$ cat src/rtl/core/assert_macros.svh
// ----------------------------------------------------------------------------
// Assertion macros
// Concurrent assertion helpers shared by the RTL. They compile away when
// SYNTHESIS is defined.
// ----------------------------------------------------------------------------
`ifndef ASSERT_MACROS_SVH
`define ASSERT_MACROS_SVH

`ifndef SYNTHESIS
`define ASSERT_PROP(lbl, clk, rstn, prop, msg) \
  lbl: assert property (@(posedge clk) disable iff (!rstn) prop) else $error(msg);
`define ASSERT_NEVER(lbl, clk, rstn, cond, msg) \
  lbl: assert property (@(posedge clk) disable iff (!rstn) !(cond)) else $error(msg);
`else
`define ASSERT_PROP(lbl, clk, rstn, prop, msg)
`define ASSERT_NEVER(lbl, clk, rstn, cond, msg)
`endif

`endif

$ cat src/rtl/core/tcf_pkg.sv
// ----------------------------------------------------------------------------
// Three-class queue package
// Types, sizes and codes shared by the queue, the service log and the top.
// ----------------------------------------------------------------------------
package tcf_pkg;

  localparam int QUEUE_DEPTH = 16;
  localparam int LOG_DEPTH   = 32;
  localparam int NUM_CLASSES = 3;

  localparam int ID_W    = 16;
  localparam int CLS_W   = 2;
  localparam int QPTR_W  = $clog2(QUEUE_DEPTH);
  localparam int QCNT_W  = $clog2(QUEUE_DEPTH + 1);
  localparam int QADDR_W = $clog2(NUM_CLASSES * QUEUE_DEPTH);
  localparam int LIDX_W  = $clog2(LOG_DEPTH);
  localparam int LCNT_W  = $clog2(LOG_DEPTH + 1);

  typedef enum logic [1:0] {
    OP_ENQUEUE = 2'd0,
    OP_SERVE   = 2'd1,
    OP_DUMP    = 2'd2,
    OP_NONE    = 2'd3
  } opcode_e;

  typedef enum logic [2:0] {
    ST_QUEUED    = 3'd0,
    ST_FULL      = 3'd1,
    ST_SERVED    = 3'd2,
    ST_MARKER    = 3'd3,
    ST_ENTRY     = 3'd4,
    ST_LOG_EMPTY = 3'd5,
    ST_OVERFLOW  = 3'd6
  } status_e;

  typedef enum logic [1:0] {
    S_IDLE,
    S_SERVE,
    S_DUMP
  } state_e;

  typedef struct packed {
    logic [1:0]      opcode;
    logic [CLS_W-1:0] queue_class;
    logic [ID_W-1:0]  customer_id;
  } in_item_t;

  typedef struct packed {
    logic [2:0]       status;
    logic [ID_W-1:0]  entry_id;
    logic [CLS_W-1:0] entry_class;
    logic             entry_is_marker;
    logic             last;
  } out_item_t;

  typedef struct packed {
    logic             marker;
    logic [CLS_W-1:0] cls;
    logic [ID_W-1:0]  id;
  } log_entry_t;

  typedef struct packed {
    logic             enq;
    logic             deq;
    logic [CLS_W-1:0] cls;
    logic [ID_W-1:0]  id;
  } qreq_t;

  typedef struct packed {
    logic full;
    logic empty;
  } qsts_t;

  typedef struct packed {
    logic       push;
    logic       pop;
    log_entry_t entry;
  } lreq_t;

  typedef struct packed {
    logic full;
    logic empty;
  } lsts_t;

endpackage

$ cat src/rtl/core/three_class_fifo_with_service_log.sv
// ----------------------------------------------------------------------------
// Three-class FIFO with service log
// Three customer queues (elder, adult, child) and a LIFO log of served items.
//
// Items enter on in_valid_i/in_stall_o and results leave on
// out_valid_o/out_stall_i; a transfer happens when valid is high and stall is
// low. Each item carries an opcode, a class and a customer identifier.
// An enqueue loads its result into the output register when accepted. A serve
// reads the oldest identifier from the queue memory, then pushes it into the
// log and loads its result. A dump of N entries gives N results, newest first,
// one per cycle after the newest entry is read and while the receiver does not
// stall, with last set on the final one; an empty log gives a single result.
// OP_NONE, or a bad class for enqueue or serve, is accepted with no result.
// A new item is taken once the previous one has placed its final result in
// the output register, at an edge where that register is empty or being read.
// A receiver stall holds the output register and, through it, the whole
// block; nothing is lost. Reset empties all queues and the log at once.
// ----------------------------------------------------------------------------
`include "assert_macros.svh"

module three_class_fifo_with_service_log
  import tcf_pkg::*;
(
  input  logic      clk_i,
  input  logic      rst_ni,
  input  logic      in_valid_i,
  output logic      in_stall_o,
  input  in_item_t  in_item_i,
  output logic      out_valid_o,
  input  logic      out_stall_i,
  output out_item_t out_item_o
);

  state_e           state_q, state_d;
  logic [CLS_W-1:0] cls_q, cls_d;
  logic             hit_q, hit_d;
  logic             out_valid_q;
  out_item_t        out_q;

  logic             out_free;
  logic             accept;
  logic             cls_ok;
  logic             load;
  out_item_t        load_item;
  qreq_t            qreq;
  qsts_t            qsts;
  logic [ID_W-1:0]  qdata;
  lreq_t            lreq;
  lsts_t            lsts;
  log_entry_t       ldata;

  tcf_queue u_queue (
    .clk_i  (clk_i),
    .rst_ni (rst_ni),
    .req_i  (qreq),
    .sts_o  (qsts),
    .data_o (qdata)
  );

  tcf_log u_log (
    .clk_i  (clk_i),
    .rst_ni (rst_ni),
    .req_i  (lreq),
    .sts_o  (lsts),
    .data_o (ldata)
  );

  assign out_free   = !out_valid_q || !out_stall_i;
  assign in_stall_o = !((state_q == S_IDLE) && out_free);
  assign accept     = in_valid_i && !in_stall_o;
  assign cls_ok     = (in_item_i.queue_class < CLS_W'(NUM_CLASSES));

  always_comb begin
    state_d = state_q;
    cls_d   = cls_q;
    hit_d   = hit_q;
    case (state_q)
      S_IDLE: begin
        if (accept) begin
          cls_d = in_item_i.queue_class;
          hit_d = !qsts.empty;
          if ((in_item_i.opcode == OP_SERVE) && cls_ok) begin
            state_d = S_SERVE;
          end else if ((in_item_i.opcode == OP_DUMP) && !lsts.empty) begin
            state_d = S_DUMP;
          end
        end
      end
      S_SERVE: begin
        if (out_free) begin
          state_d = S_IDLE;
        end
      end
      S_DUMP: begin
        if (out_free && lsts.empty) begin
          state_d = S_IDLE;
        end
      end
      default: begin
        state_d = S_IDLE;
      end
    endcase
  end

  always_comb begin
    load      = 1'b0;
    load_item = '0;
    qreq      = '0;
    lreq      = '0;
    qreq.cls  = in_item_i.queue_class;
    qreq.id   = in_item_i.customer_id;
    case (state_q)
      S_IDLE: begin
        if (accept) begin
          case (in_item_i.opcode)
            OP_ENQUEUE: begin
              if (cls_ok) begin
                load                  = 1'b1;
                load_item.status      = qsts.full ? ST_FULL : ST_QUEUED;
                load_item.entry_id    = in_item_i.customer_id;
                load_item.entry_class = in_item_i.queue_class;
                load_item.last        = 1'b1;
                qreq.enq              = !qsts.full;
              end
            end
            OP_SERVE: begin
              qreq.deq = cls_ok && !qsts.empty;
            end
            OP_DUMP: begin
              if (lsts.empty) begin
                load                = 1'b1;
                load_item.status    = ST_LOG_EMPTY;
                load_item.last      = 1'b1;
              end else begin
                lreq.pop = 1'b1;
              end
            end
            default: begin
              load = 1'b0;
            end
          endcase
        end
      end
      S_SERVE: begin
        qreq.cls = cls_q;
        if (out_free) begin
          lreq.entry.id     = hit_q ? qdata : '0;
          lreq.entry.cls    = cls_q;
          lreq.entry.marker = !hit_q;
          lreq.push         = !lsts.full;
          load                      = 1'b1;
          load_item.status          = lsts.full ? ST_OVERFLOW :
                                      (hit_q ? ST_SERVED : ST_MARKER);
          load_item.entry_id        = lreq.entry.id;
          load_item.entry_class     = cls_q;
          load_item.entry_is_marker = !hit_q;
          load_item.last            = 1'b1;
        end
      end
      S_DUMP: begin
        if (out_free) begin
          load                      = 1'b1;
          load_item.status          = ST_ENTRY;
          load_item.entry_id        = ldata.id;
          load_item.entry_class     = ldata.cls;
          load_item.entry_is_marker = ldata.marker;
          load_item.last            = lsts.empty;
          lreq.pop                  = !lsts.empty;
        end
      end
      default: begin
        load = 1'b0;
      end
    endcase
  end

  always_ff @(posedge clk_i or negedge rst_ni) begin
    if (!rst_ni) begin
      state_q     <= S_IDLE;
      cls_q       <= '0;
      hit_q       <= 1'b0;
      out_valid_q <= 1'b0;
    end else begin
      state_q <= state_d;
      cls_q   <= cls_d;
      hit_q   <= hit_d;
      if (load) begin
        out_valid_q <= 1'b1;
      end else if (!out_stall_i) begin
        out_valid_q <= 1'b0;
      end
    end
  end

  always_ff @(posedge clk_i) begin
    if (load) begin
      out_q <= load_item;
    end
  end

  assign out_valid_o = out_valid_q;
  assign out_item_o  = out_q;

  `ASSERT_NEVER(a_no_enq_and_deq, clk_i, rst_ni, qreq.enq && qreq.deq, "Queue enqueue and dequeue at once.")
  `ASSERT_PROP(a_dump_ends, clk_i, rst_ni, (state_q == S_DUMP) && out_free && lsts.empty |=> (state_q == S_IDLE), "Dump did not finish after the final entry.")
  `ASSERT_PROP(a_serve_one_cycle, clk_i, rst_ni, (state_q == S_SERVE) && out_free |-> load && load_item.last, "Serve did not produce its final item.")
  `ASSERT_PROP(a_empty_log_last, clk_i, rst_ni, out_valid_o && (out_item_o.status == ST_LOG_EMPTY) |-> out_item_o.last, "Empty-log item not marked last.")

endmodule

$ cat src/rtl/core/tcf_queue.sv
// ----------------------------------------------------------------------------
// Class queue store
// Three circular FIFOs sharing one synchronous memory, with their head, tail
// and occupancy registers. Read data appears in the cycle after a dequeue.
// ----------------------------------------------------------------------------
module tcf_queue
  import tcf_pkg::*;
(
  input  logic            clk_i,
  input  logic            rst_ni,
  input  qreq_t           req_i,
  output qsts_t           sts_o,
  output logic [ID_W-1:0] data_o
);

  logic [ID_W-1:0]   mem_q [NUM_CLASSES * QUEUE_DEPTH];
  logic [QPTR_W-1:0] head_q [NUM_CLASSES];
  logic [QPTR_W-1:0] tail_q [NUM_CLASSES];
  logic [QCNT_W-1:0] count_q [NUM_CLASSES];
  logic [ID_W-1:0]   rdata_q;

  logic [CLS_W-1:0]  sel;
  logic [QPTR_W-1:0] head_nxt;
  logic [QPTR_W-1:0] tail_nxt;
  logic [QADDR_W-1:0] base;
  logic [QADDR_W-1:0] waddr;
  logic [QADDR_W-1:0] raddr;

  always_comb begin
    sel = (req_i.cls < CLS_W'(NUM_CLASSES)) ? req_i.cls : '0;
    head_nxt = (head_q[sel] == QPTR_W'(QUEUE_DEPTH - 1)) ? '0 : head_q[sel] + 1'b1;
    tail_nxt = (tail_q[sel] == QPTR_W'(QUEUE_DEPTH - 1)) ? '0 : tail_q[sel] + 1'b1;
    base  = QADDR_W'(sel) * QADDR_W'(QUEUE_DEPTH);
    waddr = base + QADDR_W'(tail_q[sel]);
    raddr = base + QADDR_W'(head_q[sel]);
    sts_o.full  = (count_q[sel] == QCNT_W'(QUEUE_DEPTH));
    sts_o.empty = (count_q[sel] == '0);
  end

  always_ff @(posedge clk_i or negedge rst_ni) begin
    if (!rst_ni) begin
      for (int c = 0; c < NUM_CLASSES; c++) begin
        head_q[c]  <= '0;
        tail_q[c]  <= '0;
        count_q[c] <= '0;
      end
    end else if (req_i.enq) begin
      tail_q[sel]  <= tail_nxt;
      count_q[sel] <= count_q[sel] + 1'b1;
    end else if (req_i.deq) begin
      head_q[sel]  <= head_nxt;
      count_q[sel] <= count_q[sel] - 1'b1;
    end
  end

  always_ff @(posedge clk_i) begin
    if (req_i.enq) begin
      mem_q[waddr] <= req_i.id;
    end
    if (req_i.deq) begin
      rdata_q <= mem_q[raddr];
    end
  end

  assign data_o = rdata_q;

endmodule

$ cat src/rtl/core/tcf_log.sv
// ----------------------------------------------------------------------------
// Service log
// A LIFO of served entries held in one synchronous memory with a fill count.
// A pop reads the newest entry, which appears in the cycle after the pop.
// ----------------------------------------------------------------------------
module tcf_log
  import tcf_pkg::*;
(
  input  logic       clk_i,
  input  logic       rst_ni,
  input  lreq_t      req_i,
  output lsts_t      sts_o,
  output log_entry_t data_o
);

  log_entry_t        mem_q [LOG_DEPTH];
  log_entry_t        rdata_q;
  logic [LCNT_W-1:0] count_q;
  logic [LCNT_W-1:0] count_dec;

  assign count_dec   = count_q - 1'b1;
  assign sts_o.full  = (count_q == LCNT_W'(LOG_DEPTH));
  assign sts_o.empty = (count_q == '0);

  always_ff @(posedge clk_i or negedge rst_ni) begin
    if (!rst_ni) begin
      count_q <= '0;
    end else if (req_i.push && !sts_o.full) begin
      count_q <= count_q + 1'b1;
    end else if (req_i.pop && !sts_o.empty) begin
      count_q <= count_dec;
    end
  end

  always_ff @(posedge clk_i) begin
    if (req_i.push && !sts_o.full) begin
      mem_q[count_q[LIDX_W-1:0]] <= req_i.entry;
    end
    if (req_i.pop && !sts_o.empty) begin
      rdata_q <= mem_q[count_dec[LIDX_W-1:0]];
    end
  end

  assign data_o = rdata_q;

endmodule
$ cat config.mk
export PLATFORM = sky130hd
export DESIGN_NAME = three_class_fifo_with_service_log
export DESIGN_NICKNAME = d
export VERILOG_FILES = /design/src/rtl/core/tcf_pkg.sv /design/src/rtl/core/three_class_fifo_with_service_log.sv /design/src/rtl/core/tcf_queue.sv /design/src/rtl/core/tcf_log.sv
export VERILOG_INCLUDE_DIRS = /design/src /design/src/rtl/core
export SDC_FILE = /design/constraint.sdc
export NUM_CORES = 2
export LEC_CHECK = 0
export BUFFER_PORTS_ARGS = -buffer_cell sky130_fd_sc_hd__buf_2
export CORE_UTILIZATION = 25
export DETAILED_ROUTE_END_ITERATION = 6
export MAX_ROUTING_LAYER = met4
export PLACE_DENSITY = 0.4
export SLEW_MARGIN = 20
export SYNTH_ARGS = -nofsm -noshare
export SYNTH_HDL_FRONTEND = slang
export SYNTH_SLANG_ARGS = --single-unit
$ cat constraint.sdc
create_clock -name clk_i -period 7.8 [get_ports clk_i]
set_input_delay 1.95 -clock clk_i [delete_from_list [all_inputs] [get_ports clk_i]]
set_output_delay 1.95 -clock clk_i [all_outputs]
set_load 0.005 [all_outputs]
**Yosys cells after proc, flatten, opt, wreduce, memory -nomap -nowiden**

Memory sizes are Yosys's and may differ from the RTL's. A register that Yosys moved wholly into a read port is not among the register bits.
Cells that the tools add are included.

- Register bits after elaboration: 74
- ROM bits: 0
- Bits in writable memories: 1376
- Input bits: 24
- Memories: 2
- Output and inout bits: 25
- Logic and storage cells: 147
- Latch bits: 0

Memory list:

| memory | words | bits a word | rd ports | clocked after Yosys merged registers in | write ports | RTL line | RTL |
|---|---|---|---|---|---|---|---|
| u_queue.mem_q | 48 | 16 | 1 | 1 | 1 | tcf_queue.sv:16 | `logic [ID_W-1:0] mem_q [NUM_CLASSES * QUEUE_DEPTH];` |
| u_log.mem_q | 32 | 19 | 1 | 1 | 1 | tcf_log.sv:16 | `log_entry_t mem_q [LOG_DEPTH];` |

- Reductions and logical operators: 28
- Bitwise gates (word level): 2
- Div/mod/pow operators: 0
- $lt $le $gt $ge: 4
- Shifts and indexed selects: 0
- $add $sub $neg: 8
- $mul: 0
- Equal/unequal tests: 13
- Mux-type cells: 71

Operator list:

| operator | number |
|---|---|
| $pmux W21 S3 | 1 |
| $mux W19 | 3 |
| $mux W23 | 2 |
| $bwmux W15 | 2 |
| $mux W15 | 2 |
| $mux W4 | 7 |
| $bwmux W12 | 2 |
| $mux W1 | 21 |
| $mux W21 | 1 |
| $mux W18 | 1 |
| $mux W2 | 9 |
| $bmux W4 S2 | 2 |
| $mux W16 | 1 |
| $mux W5 | 3 |
| $add A6 B4 Y6 | 2 |
| $mux W6 | 2 |
| $bmux W5 S2 | 1 |
| $demux W5 S2 | 1 |
| $logic_and A1 B1 Y1 | 9 |
| $add A4 B1 Y4 const B | 2 |
| $demux W4 S2 | 1 |
| $eq A4 B4 Y1 const B | 2 |
| $logic_not A1 Y1 | 8 |
| $pmux W1 S2 | 4 |
| 28 further kinds | 37 |

**Depth between registers and ports, before layout**

- Word-level depth: 16
- Depth in mapped cells: 18
- Depth with buffers taken out: 14

**By module**

A second synthesis with hierarchy kept.

- Cell total of the unflattened synthesis: 3594
- Area, all modules: 59834.9 µm²

Modules (own cells, without submodules):

| module | instances | area each (µm²) | sequential area each (µm²) | cells each |
|---|---|---|---|---|
| tcf_queue | 1 | 33196.8 | 24518.5 | 2319 |
| tcf_log | 1 | 24905.1 | 18978.2 | 1105 |
| three_class_fifo_with_service_log | 1 | 1732.9 | 840.8 | 170 |

**Least setup slack after synthesis**

OpenSTA, ideal clock, no wires.

- Path kind: input port to flip-flop
- Start point: input in_item_i[17] (netlist name)
- End point: memory u_queue.mem_q[36][0] (netlist: u_queue.mem_q[18][0]), enable pin
- Stages: 14
- Data arrival time: 5087 ps
- Setup slack: 2325 ps
- Cell sequence: inv_1 o21ai_0 ha_1 buf_2 buf_6 and2b_4 buf_2 a21oi_1 ha_1 a41oi_1 buf_2 nor2b_1 nand2_1 nor2_1

- Longest elaborated chain between the ends: 15
- Elaborated cells on any way between the ends: 20
- Those cells by class: add/sub: 1; order compare: 2; eq/ne: 1; mux: 14; bitwise: 1; reduce/logical: 1

RTL lines:

| item | RTL line | RTL |
|---|---|---|
| start, declared | three_class_fifo_with_service_log.sv:28 | `input in_item_t in_item_i,` |
| $mux W2 | three_class_fifo_with_service_log.sv:112 | `case (state_q)` |
| $lt A2 B2 Y1 | tcf_queue.sv:30 | `sel = (req_i.cls < CLS_W'(NUM_CLASSES)) ? req_i.cls : '0;` |
| $mux W2 | tcf_queue.sv:30 |  |
| $not A2 Y3 (implied by the code) | tcf_queue.sv:34, tcf_queue.sv:36 |  |
| $bmux W5 S2 | tcf_queue.sv:36 | `sts_o.full = (count_q[sel] == QCNT_W'(QUEUE_DEPTH));` |
| $mux W5 (implied by the code) (2 in series) | tcf_queue.sv:36 |  |
| $eq A5 B5 Y1 | tcf_queue.sv:36 |  |
| $logic_not A1 Y1 | three_class_fifo_with_service_log.sv:123 | `qreq.enq = !qsts.full;` |
| $mux W1 | three_class_fifo_with_service_log.sv:117 | `if (cls_ok) begin` |
| $mux W1 | three_class_fifo_with_service_log.sv:115 | `case (in_item_i.opcode)` |
| $mux W2 | three_class_fifo_with_service_log.sv:114 | `if (accept) begin` |
| $mux W2 | three_class_fifo_with_service_log.sv:112 |  |
| $mux W1 | tcf_queue.sv:57 | `if (req_i.enq) begin` |
| $mux W1 (implied by the code) | tcf_queue.sv:58 | `mem_q[waddr] <= req_i.id;` |
| end, declared | tcf_queue.sv:16 |  |

Parallel ways exist; a longest one is shown, timed or not. The select of a mux whose other input is x is not followed.

**Worst setup path after layout**

- Start point: input in_item_i[17] (netlist name)
- End point: register u_queue.rdata_q[11] (netlist: u_queue.data_o[11]), read port of u_queue.mem_q, data pin

- Longest elaborated chain between the ends: 13
- Elaborated cells on any way between the ends: 18
- Those cells by class: add/sub: 1; order compare: 2; mux: 11; bitwise: 1; reduce/logical: 3

RTL lines:

| item | RTL line | RTL |
|---|---|---|
| $mux W2 | three_class_fifo_with_service_log.sv:112 |  |
| $lt A2 B2 Y1 | tcf_queue.sv:30 |  |
| $mux W2 | tcf_queue.sv:30 |  |
| $not A2 Y3 (implied by the code) | tcf_queue.sv:35, tcf_queue.sv:37 |  |
| $bmux W5 S2 | tcf_queue.sv:37 | `sts_o.empty = (count_q[sel] == '0);` |
| $mux W5 (implied by the code) (2 in series) | tcf_queue.sv:37 |  |
| $logic_not A5 Y1 | tcf_queue.sv:37 |  |
| $logic_not A1 Y1 | three_class_fifo_with_service_log.sv:127 | `qreq.deq = cls_ok && !qsts.empty;` |
| $logic_and A1 B1 Y1 | three_class_fifo_with_service_log.sv:127 |  |
| $mux W1 | three_class_fifo_with_service_log.sv:115 |  |
| $mux W2 | three_class_fifo_with_service_log.sv:114 |  |
| $mux W2 | three_class_fifo_with_service_log.sv:112 |  |
| end, declared | tcf_queue.sv:20 | `logic [ID_W-1:0] rdata_q;` |

Parallel ways exist; a longest one is shown, timed or not. The select of a mux whose other input is x is not followed.
A chain may end at the register's enable or synchronous reset.

==> reports/qor.txt <==
Post-synthesis sequential area ratio: 74.4%
Normalized max-slew margin: 28.2%
Clk Latency, worst-skew pair: 800 ps
Starting Density: 25.2%
# rows: 178
Final Net Count: 3,441
Tightest Pin Transition: 1070 ps
CP startpoint: in_item_i[17]
Slew Viols, Final: 0
Cell variety after synth: 66
Vias per cell: 4.66
# resized after CTS: 0
Worst Path Arrival: 6180 ps
Clock power frac: 32.9%
CP max FO: 32
Placement Cell Area: 64,600 µm²
Mapped cell area: 59,600 µm²
Synth Net Count: 3,231
Post-synth top cells: edfxtp_1, mux2i_1, mux4_2, nand2_1, a211oi_1
Clk_skew: 28.6 ps
Post-route ant nets: 0
GRT Util Overall: 15.1%
Wire per inst: 26.8 µm
Async S/R FF share, synth: 3.43%
Reg clk slew, reported paths: 60 ps
Routed WL: 179,000 µm
DR pass1 iterations: 5
Initial DRC Count: 2,663
Leak Pwr: 0.0239 µW
Most common cell in the netlist: edfxtp_1
Post-CTS setup buffers: 0
VDD IR-drop max: 0.273 mV
Max Cap Viol: 0
Synth-to-Final Area Change: 17.2%
Startpoint types: primary input
Synth Register Bits: 1,485
Top-area cell type share of the netlist area: 72.3%
Ratio of cells with drive above 1 in the final layout: 22.5%
Combinational group share of total power: 26.5%
Vias in the first global route: 31,545
CP required: 8330 ps
Total Negative Setup Slacks: 0 ps
RSZ-0062 raised after global routing: false
Via Count: 31,103
Mapped Cells: 3,190
R2r startpoint: state_q[1]
Sw Pwr: 6970 µW
Top cell type by total area after synthesis: edfxtp_1
Core area: 236,000 µm²
Post-synthesis area per instance: 18.7 µm²
Top FF cell, synth: edfxtp_1
Final hold slack: 481 ps
Sw frac: 30.2%
Seq pwr share: 40.6%
Die width: 490 µm
Status: finished, final reports clean
Setup CP Type: primary input to flip-flop
Gpl congestion: 0.816
Total grt overflow: 0
Crit. End Element: flip-flop
PwrDens: 331 nW/µm²
YS warnings: 0
First-pass GRT wire length: 252,000 µm
Pint: 16,100 µW
Max clock buf depth: 3
Initial antenna violation count: 11
Io pins: 49
Fill cells: 23,233
Top area cells in the synthesized netlist: edfxtp_1, mux4_2, mux2i_1
CTS tree: yes
Final Hold Fails: 0
Worst Hold Class: flip-flop to flip-flop
Design Area, Final: 69,800 µm²
CTS root buf: clkbuf_16
CTS Buf Count: 165
EDFF count, synth: 1,434
I/O Buffers: 48
Residual DRC: 0
Clock Sinks: 1,485
Fin crit period: 5650 ps
Hold buffer count at cts: 0
Die Area: 240,000 µm²
Final setup violating endpoints: 0
Hold_sp: cls_q[1]
H-tree depth: 4
Final period utilization: 72.5%
Max Freq: 177 MHz
Largest net degree at the start of global routing: 132
DP HPWL: 106,000 µm
Die Height: 490 µm
## worst paths after layout
path | endpoint | slack [ps] | depth (start not counted)
max in group asynchronous | u_log.count_q[0] | 5830 | 2
worst max-delay path | u_queue.data_o[11] | 2150 | 15
worst min-delay path | cls_q[1] | 480 | 2
worst max register to register | u_queue.data_o[11] | 2610 | 16
worst min register to register | cls_q[1] | 480 | 2
min in group asynchronous | u_queue.head_q[8] | 1330 | 2
## flip-flops by register name (all words and copies together), names as in the netlist
signal           count
cls_q                2
hit_q                1
out_item_o          23
out_valid_o          1
state_q              2
u_log.count_q        6
u_log.data_o        19
u_log.mem_q        608
u_queue.count_q     15
u_queue.data_o      16
u_queue.head_q      12
u_queue.mem_q      768
u_queue.tail_q      12
## layer usage
metal / GRT usage, % / share of wire (%)
met1: 20.2 / 45
met2: 23.9 / 48
met3: 2.54 / 4.9
met4: 3.39 / 1.7
met5: - / 0
## power groups by stage
stage / registers (µW) / logic, µW / clock network, µW
after floorplan: 9380 / 4110 / 0
after global placement: 9560 / 6280 / 0
after detailed placement: 9560 / 6240 / 0
after CTS: 9390 / 6260 / 7820
after global routing: 9400 / 6540 / 8100
final: 9370 / 6120 / 7600
## cells by family after synthesis
family	share of synthesized area, %
flip-flops	74.4
multiplexers	14.5
AND/OR/NAND/NOR	3.95
AO/OA/AOI/OAI	5.18
buffers and inverters	1.48
adder cells (fa/ha/maj)	0.357
XOR/XNOR	0.176
## final cells by class
class	count	area, µm²	area share (%)
Timing Repair Buffer	225	1670	2.39
Inverter	18	70.1	0.100
Multi-Input combinational cell	1505	14600	21.0
Antenna cell	4	10.0	0.0143
Clock buffer	209	4380	6.27
Sequential cell	1485	44300	63.5
Clock inverter	80	791	1.13
Tap cell	3150	3940	5.64
## cell usage in the layout, fill, tap and decap left out, drive strengths merged, types with 5 or more instances in the layout
cell type and count:
edfxtp 1434, mux2i 305, buf 225, mux4 222
clkbuf 209, nand2 174, a211oi 128, nor2 118
a21oi 80, and3b 65, o22ai 64, clkinv 56
o21ai 54, dfrtp 51, mux2 49, a221oi 33
inv 23, and2 21, o211ai 17, and4 17
nor4 17, ha 17, o221ai 16, o41ai 16
bufinv 13, xnor2 10, nor2b 6, nand3 6
clkinvlp 6, a31oi 6, nand4 5, nand3b 5
a2bb2oi 5
## worst max-delay path, stage by stage
cell and delay [ps]:
buf_2 100, inv_1 60, o21ai_0 480, inv_1 140
ha_1 340, buf_4 260, inv_4 130, mux2i_4 640
inv_2 450, buf_4 390, nand2_1 110, a21oi_1 120
o41ai_1 660, buf_4 230, o211ai_1 80
## metrics by stage
step,std cells,total power (µW),setup WS (ps),utilization [%]
after detailed placement,6383,15800,1360,27.4
final,6676,23100,2150,29.6
after global routing,6675,24100,2030,29.6
after global placement,6383,15800,1350,27.4
after CTS,6672,23500,2210,29.6
after floorplan,3190,13500,2320,-
Power figures use the tool's default switching activity.
